### src/wbm_pkg.sv
// ----------------------------------------------------------------------------
// wbm_pkg: shared types and constants of the weighted bin merger
// Fixed-point constants, sequencer states, iterative unit request/response
// types and the saturating adders used by the accumulators.
// ----------------------------------------------------------------------------
`default_nettype none

package wbm_pkg;

    localparam int FRAC_BITS  = 16;
    localparam int VALUE_W    = 32;
    localparam int ERROR_W    = 32;
    localparam int SCALE_W    = 16;
    localparam int MERGED_W   = 40;
    localparam int ACC_W      = 64;
    localparam int STEP_CNT_W = 7;
    localparam int DIV_STEPS  = 64;
    localparam int SQRT_STEPS = 32;

    // Numerator of the reciprocal weight, 2^(3F).
    localparam logic [ACC_W-1:0] POW_NUM = ACC_W'(64'd1 << (3 * FRAC_BITS));

    localparam logic signed [ACC_W-1:0] MERGED_MAX = 64'sd549755813887;
    localparam logic signed [ACC_W-1:0] MERGED_MIN = -64'sd549755813888;
    localparam logic signed [ACC_W-1:0] ACC_MAX    = 64'sd9223372036854775807;
    localparam logic signed [ACC_W-1:0] ACC_MIN    = -64'sd9223372036854775807;
    localparam logic [ACC_W-1:0] U32_LIMIT = 64'h0000_0000_FFFF_FFFF;
    localparam logic [ACC_W-1:0] NEG_LIMIT = 64'h0000_0080_0000_0000;
    localparam logic [ACC_W-1:0] POS_LIMIT = 64'h0000_007F_FFFF_FFFF;

    localparam logic MODE_SUM = 1'b1;

    typedef enum logic [3:0] {
        ST_IDLE,
        ST_MUL_ES,
        ST_SCALE,
        ST_MUL_UU,
        ST_ACC,
        ST_WDIV,
        ST_MUL_VW,
        ST_WACC,
        ST_CLOSE,
        ST_MDIV,
        ST_EDIV,
        ST_SQRT,
        ST_OUT
    } state_t;

    typedef enum logic {
        OP_DIV,
        OP_SQRT
    } iter_op_t;

    typedef struct packed {
        logic             start;
        iter_op_t         op;
        logic [ACC_W-1:0] operand_a;
        logic [ACC_W-1:0] operand_b;
    } iter_req_t;

    typedef struct packed {
        logic             done;
        logic [ACC_W-1:0] result;
    } iter_rsp_t;

    typedef struct packed {
        logic [ACC_W-1:0] value;
        logic             clip;
    } sat_res_t;

    // Signed add that clips only in the direction the addend pushes.
    function automatic sat_res_t sat_add_s(input logic signed [ACC_W-1:0] a,
                                           input logic signed [ACC_W-1:0] b,
                                           input logic signed [ACC_W-1:0] lo,
                                           input logic signed [ACC_W-1:0] hi);
        logic signed [ACC_W+1:0] sum;
        sat_res_t r;
        sum = (ACC_W+2)'(a) + (ACC_W+2)'(b);
        r.value = sum[ACC_W-1:0];
        r.clip  = 1'b0;
        if (b > 0 && sum > (ACC_W+2)'(hi)) begin
            r.value = hi;
            r.clip  = 1'b1;
        end else if (b < 0 && sum < (ACC_W+2)'(lo)) begin
            r.value = lo;
            r.clip  = 1'b1;
        end
        return r;
    endfunction

    function automatic sat_res_t sat_add_u(input logic [ACC_W-1:0] a,
                                           input logic [ACC_W-1:0] b);
        logic [ACC_W:0] sum;
        sat_res_t r;
        sum = {1'b0, a} + {1'b0, b};
        r.value = sum[ACC_W] ? '1 : sum[ACC_W-1:0];
        r.clip  = sum[ACC_W];
        return r;
    endfunction

endpackage

`default_nettype wire

### src/wbm_iter.sv
// ----------------------------------------------------------------------------
// wbm_iter: shared iterative divide / square root unit
// One compare-and-subtract per cycle: restoring division of two 64-bit
// operands in 64 steps, or an integer square root of a 64-bit word in 32.
// ----------------------------------------------------------------------------
`default_nettype none

module wbm_iter (
    input  wire logic              aclk,
    input  wire logic              aresetn,
    input  wire wbm_pkg::iter_req_t req,
    output wbm_pkg::iter_rsp_t      rsp
);
    import wbm_pkg::*;

    iter_op_t              op_reg, op_next;
    logic [ACC_W-1:0]      num_reg, num_next;
    logic [ACC_W-1:0]      den_reg, den_next;
    logic [ACC_W-1:0]      quo_reg, quo_next;
    logic [ACC_W:0]        rem_reg, rem_next;
    logic [STEP_CNT_W-1:0] cnt_reg, cnt_next;
    logic                  busy_reg, busy_next;
    logic                  done_reg, done_next;

    logic [ACC_W:0]   rem_sh;
    logic [ACC_W:0]   trial;
    logic [ACC_W-1:0] num_sh;
    logic [ACC_W+1:0] diff;
    logic             ge;

    always_comb begin
        unique case (op_reg)
            OP_DIV: begin
                rem_sh = {rem_reg[ACC_W-1:0], num_reg[ACC_W-1]};
                trial  = {1'b0, den_reg};
                num_sh = {num_reg[ACC_W-2:0], 1'b0};
            end
            OP_SQRT: begin
                // Bring down two bits, try (root << 2) | 1.
                rem_sh = {rem_reg[ACC_W-2:0], num_reg[ACC_W-1:ACC_W-2]};
                trial  = {quo_reg[ACC_W-2:0], 2'b01};
                num_sh = {num_reg[ACC_W-3:0], 2'b00};
            end
        endcase
        diff = {1'b0, rem_sh} - {1'b0, trial};
        ge   = ~diff[ACC_W+1];

        op_next   = op_reg;
        num_next  = num_reg;
        den_next  = den_reg;
        quo_next  = quo_reg;
        rem_next  = rem_reg;
        cnt_next  = cnt_reg;
        busy_next = busy_reg;
        done_next = 1'b0;

        if (busy_reg) begin
            num_next = num_sh;
            rem_next = ge ? diff[ACC_W:0] : rem_sh;
            quo_next = {quo_reg[ACC_W-2:0], ge};
            cnt_next = cnt_reg - 1'b1;
            if (cnt_reg == STEP_CNT_W'(1)) begin
                busy_next = 1'b0;
                done_next = 1'b1;
            end
        end else if (req.start) begin
            op_next   = req.op;
            num_next  = req.operand_a;
            den_next  = req.operand_b;
            quo_next  = '0;
            rem_next  = '0;
            cnt_next  = (req.op == OP_DIV) ? STEP_CNT_W'(DIV_STEPS) : STEP_CNT_W'(SQRT_STEPS);
            busy_next = 1'b1;
        end
    end

    always_ff @(posedge aclk) begin
        if (!aresetn) begin
            op_reg   <= OP_DIV;
            busy_reg <= 1'b0;
            done_reg <= 1'b0;
        end else begin
            op_reg   <= op_next;
            busy_reg <= busy_next;
            done_reg <= done_next;
        end
        num_reg <= num_next;
        den_reg <= den_next;
        quo_reg <= quo_next;
        rem_reg <= rem_next;
        cnt_reg <= cnt_next;
    end

    assign rsp.done   = done_reg;
    assign rsp.result = quo_reg;

endmodule

`default_nettype wire

### config.mk
export PLATFORM = sky130hd
export DESIGN_NAME = wbm_iter
export DESIGN_NICKNAME = d
export VERILOG_FILES = /design/src/wbm_pkg.sv /design/src/wbm_iter.sv
export SDC_FILE = /design/constraint.sdc
export NUM_CORES = 1
export LEC_CHECK = 0
export BUFFER_PORTS_ARGS = -buffer_cell sky130_fd_sc_hd__buf_2
export CAP_MARGIN = 0
export CORE_MARGIN = 1
export CORE_UTILIZATION = 35
export DETAILED_ROUTE_END_ITERATION = 16
export GPL_TIMING_DRIVEN = 0
export PLACE_DENSITY = 0.61
export SETUP_SLACK_MARGIN = 0.05
export SYNTH_ARGS = -nofsm -noshare
export SYNTH_HDL_FRONTEND = slang
export SYNTH_SLANG_ARGS = --single-unit
### constraint.sdc
create_clock -name aclk -period 12.1 [get_ports aclk]
set_clock_uncertainty 0.05 [all_clocks]
set_input_delay 0.605 -clock aclk [delete_from_list [all_inputs] [get_ports aclk]]
set_output_delay 0.605 -clock aclk [all_outputs]
set_load 0.005 [all_outputs]
After elaboration in Yosys (flattened, before gate mapping):

Index checks and enable logic that the tools add are counted.

* bitwise logic cells: 3
* $add $sub $neg: 2
* order comparisons: 0
* shift-type cells: 0
* reductions and logical operators: 3
* divide/modulo/power cells: 0
* equality and inequality tests: 1
* muxes and demuxes: 17
* multiply operators: 0

Operators by type and width (number)
* $mux W64: 7
* $pmux W65 S2: 2
* $pmux W64 S2: 1
* $sub A65 B65 Y66: 1
* $mux W7: 3
* $eq A7 B1 Y1 const B: 1
* $sub A7 B1 Y7 const B: 1
* $mux W1: 4
* $reduce_and A2 Y1: 2
* $not A1 Y1: 3
* $reduce_bool A2 Y1: 1

* latch bits: 0
* memories: 0
* input bits: 132
* bits in writable memories: 0
* register bits: 266
* bits in read-only memories: 0
* logic and storage cells: 34
* output and inout bits: 65

Logic depth before layout (Yosys ltp):

* depth in word-level cells: 5
* gate-level depth with buffers: 19
* gate-level depth less buffers: 13

Worst setup path after synthesis:

OpenSTA, ideal clock, no wires.

* path kind: reg2reg
* start: register op_reg
* end: register rem_reg[44] (data pin)
* data arrival time: 4152 ps
* period minus slack after synthesis: 4469 ps
* data required time: 11783 ps
* cell stages (with the launch flop): 20
* path buffers: 7
* setup time: 267 ps
* slack: 7631 ps
* cell sequence: dfxtp_1 -> clkbuf_1 -> buf_1 -> clkbuf_1 -> buf_1 -> mux2i_1 -> ha_1 -> buf_6 -> a21o_1 -> a21o_1 -> a21oi_2 -> o211a_1 -> a211o_1 -> nand3_2 -> o31a_4 -> a221o_1 -> buf_6 -> buf_6 -> mux2i_1 -> nor2_1

* longest elaborated chain between the ends: 5
* elaborated cells between the ends (all ways): 6

RTL lines
* start: declaration: RTL line wbm_iter.sv:16 `iter_op_t op_reg, op_next;`
* start signal: assignment: RTL line wbm_iter.sv:83 `op_reg <= op_next;`
* $not A1 Y1: RTL line wbm_iter.sv:32 `unique case (op_reg)`
* $pmux W65 S2: RTL line wbm_iter.sv:32
* $sub A65 B65 Y66: RTL line wbm_iter.sv:45 `diff = {1'b0, rem_sh} - {1'b0, trial};`
* $mux W64 (*): RTL line wbm_iter.sv:59 `rem_next = ge ? diff[ACC_W:0] : rem_sh;`
* $mux W64 (*): RTL line wbm_iter.sv:57 `if (busy_reg) begin`
* end signal: assignment: RTL line wbm_iter.sv:90 `rem_reg <= rem_next;`
* end: declaration: RTL line wbm_iter.sv:20 `logic [ACC_W:0] rem_reg, rem_next;`

Every way passes the cells marked *; elsewhere a longest branch is shown, timed or not.
A chain may end at the register's enable or synchronous reset.

Worst setup path in the final report:

* start: register op_reg
* end: register rem_reg[22] (data pin)

Same word-level chain as after synthesis.

==> results.tsv <==
stage	metric	value	unit
status	status	completed	
synth	net count after synthesis	1701	
setup_path	Largest stage delay, worst path	920	ps
min_path	worst hold path class	primary input to flip-flop	
drt	met1 WL	20800	microns
setup_path	CP Data Required Time	12310	ps
synth	synth cell count leaders	edfxtp_1, a21oi_1, nand2_1	
sta	f_max	146	MHz
clock_network	Root Buffer	clkbuf_16	
sta	Worst-Margin Slew	1150	ps
power_and_ir_drop	switching power	0.00115	W
drt	met2 routed WL	19400	microns
setup_path	r2r startpoint	op_reg	
clock_network	H-tree depth	2	
setup_path	crit-path max FO	10	
floorplan	Initial Util	35.6	%
clock_network	CTS sink count	266	
grt	vias in the first global route	12026	
floorplan	num rows	78	
drt	Max Used Layer	met4	
min_path	hold path start	req[55]	
setup_path	CP Launch Type	flip-flop	
setup_path	CP Cell Sequence	clkbuf_1 -> buf_1 -> clkbuf_1 -> buf_1 -> mux2i_1 -> ha_1 -> a21oi_1 -> nor2b_1 -> a211oi_2 -> o211ai_1 -> a211o_1 -> nand3_2 -> o31a_4 -> a221o_1 -> buf_6 -> nand2_1 -> o21ai_0	
power_and_ir_drop	Gate power share	33.3	%
sta	fin crit period	6860	ps
finish	number of diodes	0	
synth	post-synthesis cell type count	77	
finish	Area Growth Syn to Fin	18.7	%
min_path	Hold Path Stages	1	
drt	Met3 Routed Length	1970	microns
power_and_ir_drop	Leak	7.49	nW
grt	GRT overflow	0	
place	Port Buf Inserts	196	
clock_network	TritonCTS clock tree	done	
sta	# setup viols final	0	
synth	most frequent cell after synthesis	edfxtp_1	
setup_path	Top delay family on crit path	buffers and inverters	
setup_path	Worst path slowest cell	clkbuf_1	
synth	Synth top area share	48.9	%
grt	initial antenna violation count	1	
synth	Post-Syn Area	16100	sq um
setup_path	reg2reg path depth	17	
synth	Gate Count Post-Synth	1501	
synth	dominant cells by area after synthesis	edfxtp_1, mux2i_1, a21oi_1	
synth	Synth area leader	edfxtp_1	
floorplan	Die ar.	47000	sq um
drt	antenna viol nets, final	0	
power_and_ir_drop	Sw Share	33.9	%
grt	first-pass GRT wire length	67100	microns
sta	Period Utilization, post-route	56.7	%
sta	setup tns final	0	ps
drt	DR vias	12200	
sta	Final Hold Fails	0	
finish	Layout Nets	1939	
floorplan	Die W	217	microns
floorplan	Die Height	217	microns
floorplan	Top Ports	197	
clock_network	clock transition at the registers of the reported paths	60	ps
sta	Slew Viols, Final	0	
place	HPWL after detailed placement	32300	microns
drt	Via density	5.16	
setup_path	WP depth	17	
flow_run	Max-Cap Viols	0	
synth	Post-synth EDFFs	263	
clock_network	CTS max path bufs	3	
drt	WL per Instance	18.4	microns
place	final RePlAce weighted congestion	0.904	
sta	worst hold slack	184	ps
clock_network	Post-CTS Setup Bufs	0	
sta	RSZ-0062 raised after global routing	false	
synth	#FFs+latches synth	266	
grt	GRT Overall Usage	18.3	%
clock_network	CTS Hold Bufs	0	
power_and_ir_drop	Flop pwr share	35.5	%
setup_path	Crit path arrival time	7070	ps
synth	fraction of registers with async set/reset	0	%
setup_path	CP Class	flip-flop to flip-flop	
synth	sequential share of the synthesized area	49.3	%
synth	synth warn	0	
synth	synthesized area per cell	10.7	sq um
drt	Total Routed Length	43400	microns
drt	initial DRC count	805	
setup_path	beginning of the critical path	op_reg	
drt	post-route DRC violation count	0	
clock_network	number of gates resized after cts	0	
power_and_ir_drop	VDD IR max	123	uV
clock_network	Clock Latency Late Sink	550	ps
floorplan	Core Area	45400	sq um
synth	Main synth FF type	edfxtp_1	
setup_path	Setup crit end kind	flip-flop	
clock_network	Num CTS Buffers	35	
sta	Rel. slew slack	23.7	%
grt	largest net degree at the start of global routing	66	
power_and_ir_drop	power density cells	177	nW/um^2
power_and_ir_drop	internal cell power	0.00224	W
power_and_ir_drop	clock network power share	31.3	%
setup_path	WP buf/inv	5	
drt	drt pass-1 iters	8	
finish	layout cells sized above 1	21.2	%
## layout by cell type (no fill, tap or decap), drive strengths merged, types with 9 or more instances in the layout
master  count
edfxtp    263
buf       248
a21oi     193
nand2     165
mux2i     132
nor2      116
clkbuf     92
ha         67
and2       67
mux2       64
o21ai      45
xnor2      37
xor2       26
inv        23
nand4      21
a21o       20
nand3      16
o21a       12
o21bai     12
nor3       10
nor2b      10
o211ai      9
## final timing paths
kind / end / slack, ps
min reg2reg: quo_reg[62] / 530
min: den_reg[55] / 180
max: rem_reg[22] / 5240
max reg2reg: rem_reg[22] / 5240
## cell type report
cell class / count / area [sq um]
Fill cell: 4360 / 26200
Sequential cell: 266 / 7960
Multi-Input combinational cell: 1120 / 7680
Timing Repair Buffer: 201 / 1100
Clock buffer: 43 / 946
Tap cell: 600 / 751
Buffer: 96 / 438
Clock inverter: 19 / 213
Inverter: 19 / 71.3
## power groups by stage
stage | sequential, W | clock [W] | combinational (W)
2_1_floorplan | 0.00121 | 0 | 0.000831
3_3_place_gp | 0.00123 | 0 | 0.00111
3_5_place_dp | 0.00122 | 0 | 0.00112
4_1_cts | 0.00120 | 0.00109 | 0.00113
5_1_grt | 0.00122 | 0.00112 | 0.00126
6_report | 0.00120 | 0.00106 | 0.00113
## stage by stage
| step | total power [W] | area [sq um] | instances | util, % | setup WS (ps) |
|---|---|---|---|---|---|
| floorplan | 0.00204 | 16100 | 1501 | - | 7630 |
| global placement | 0.00233 | 17900 | 2297 | 39.4 | 5220 |
| detailed placement | 0.00234 | 18000 | 2302 | 39.7 | 5220 |
| CTS | 0.00342 | 19200 | 2364 | 42.2 | 5210 |
| global route | 0.00359 | 19200 | 2364 | 42.2 | 4920 |
| finish | 0.00339 | 19200 | 2364 | 42.2 | 5240 |
## cells by family after synthesis
| family | after synthesis | share of synthesized area (%) |
|---|---|---|
| buffers and inverters | 115 | 3.16 |
| xor gates and xnor gates | 63 | 3.42 |
| and+or+nand+nor | 450 | 13.1 |
| adders and majority gates | 68 | 5.32 |
| AOI/OAI and AO/OA | 343 | 13.0 |
| DFF | 266 | 49.3 |
| muxes | 196 | 12.7 |
## layer usage
metal | track usage [%] | vias to the layer above
li1 | - | 5992
met1 | 25.8 | 5822
met2 | 28.7 | 318
met3 | 2.40 | 68
met4 | 6.57 | 0
met5 | 0 | -
(Power assumes the default switching activity.)
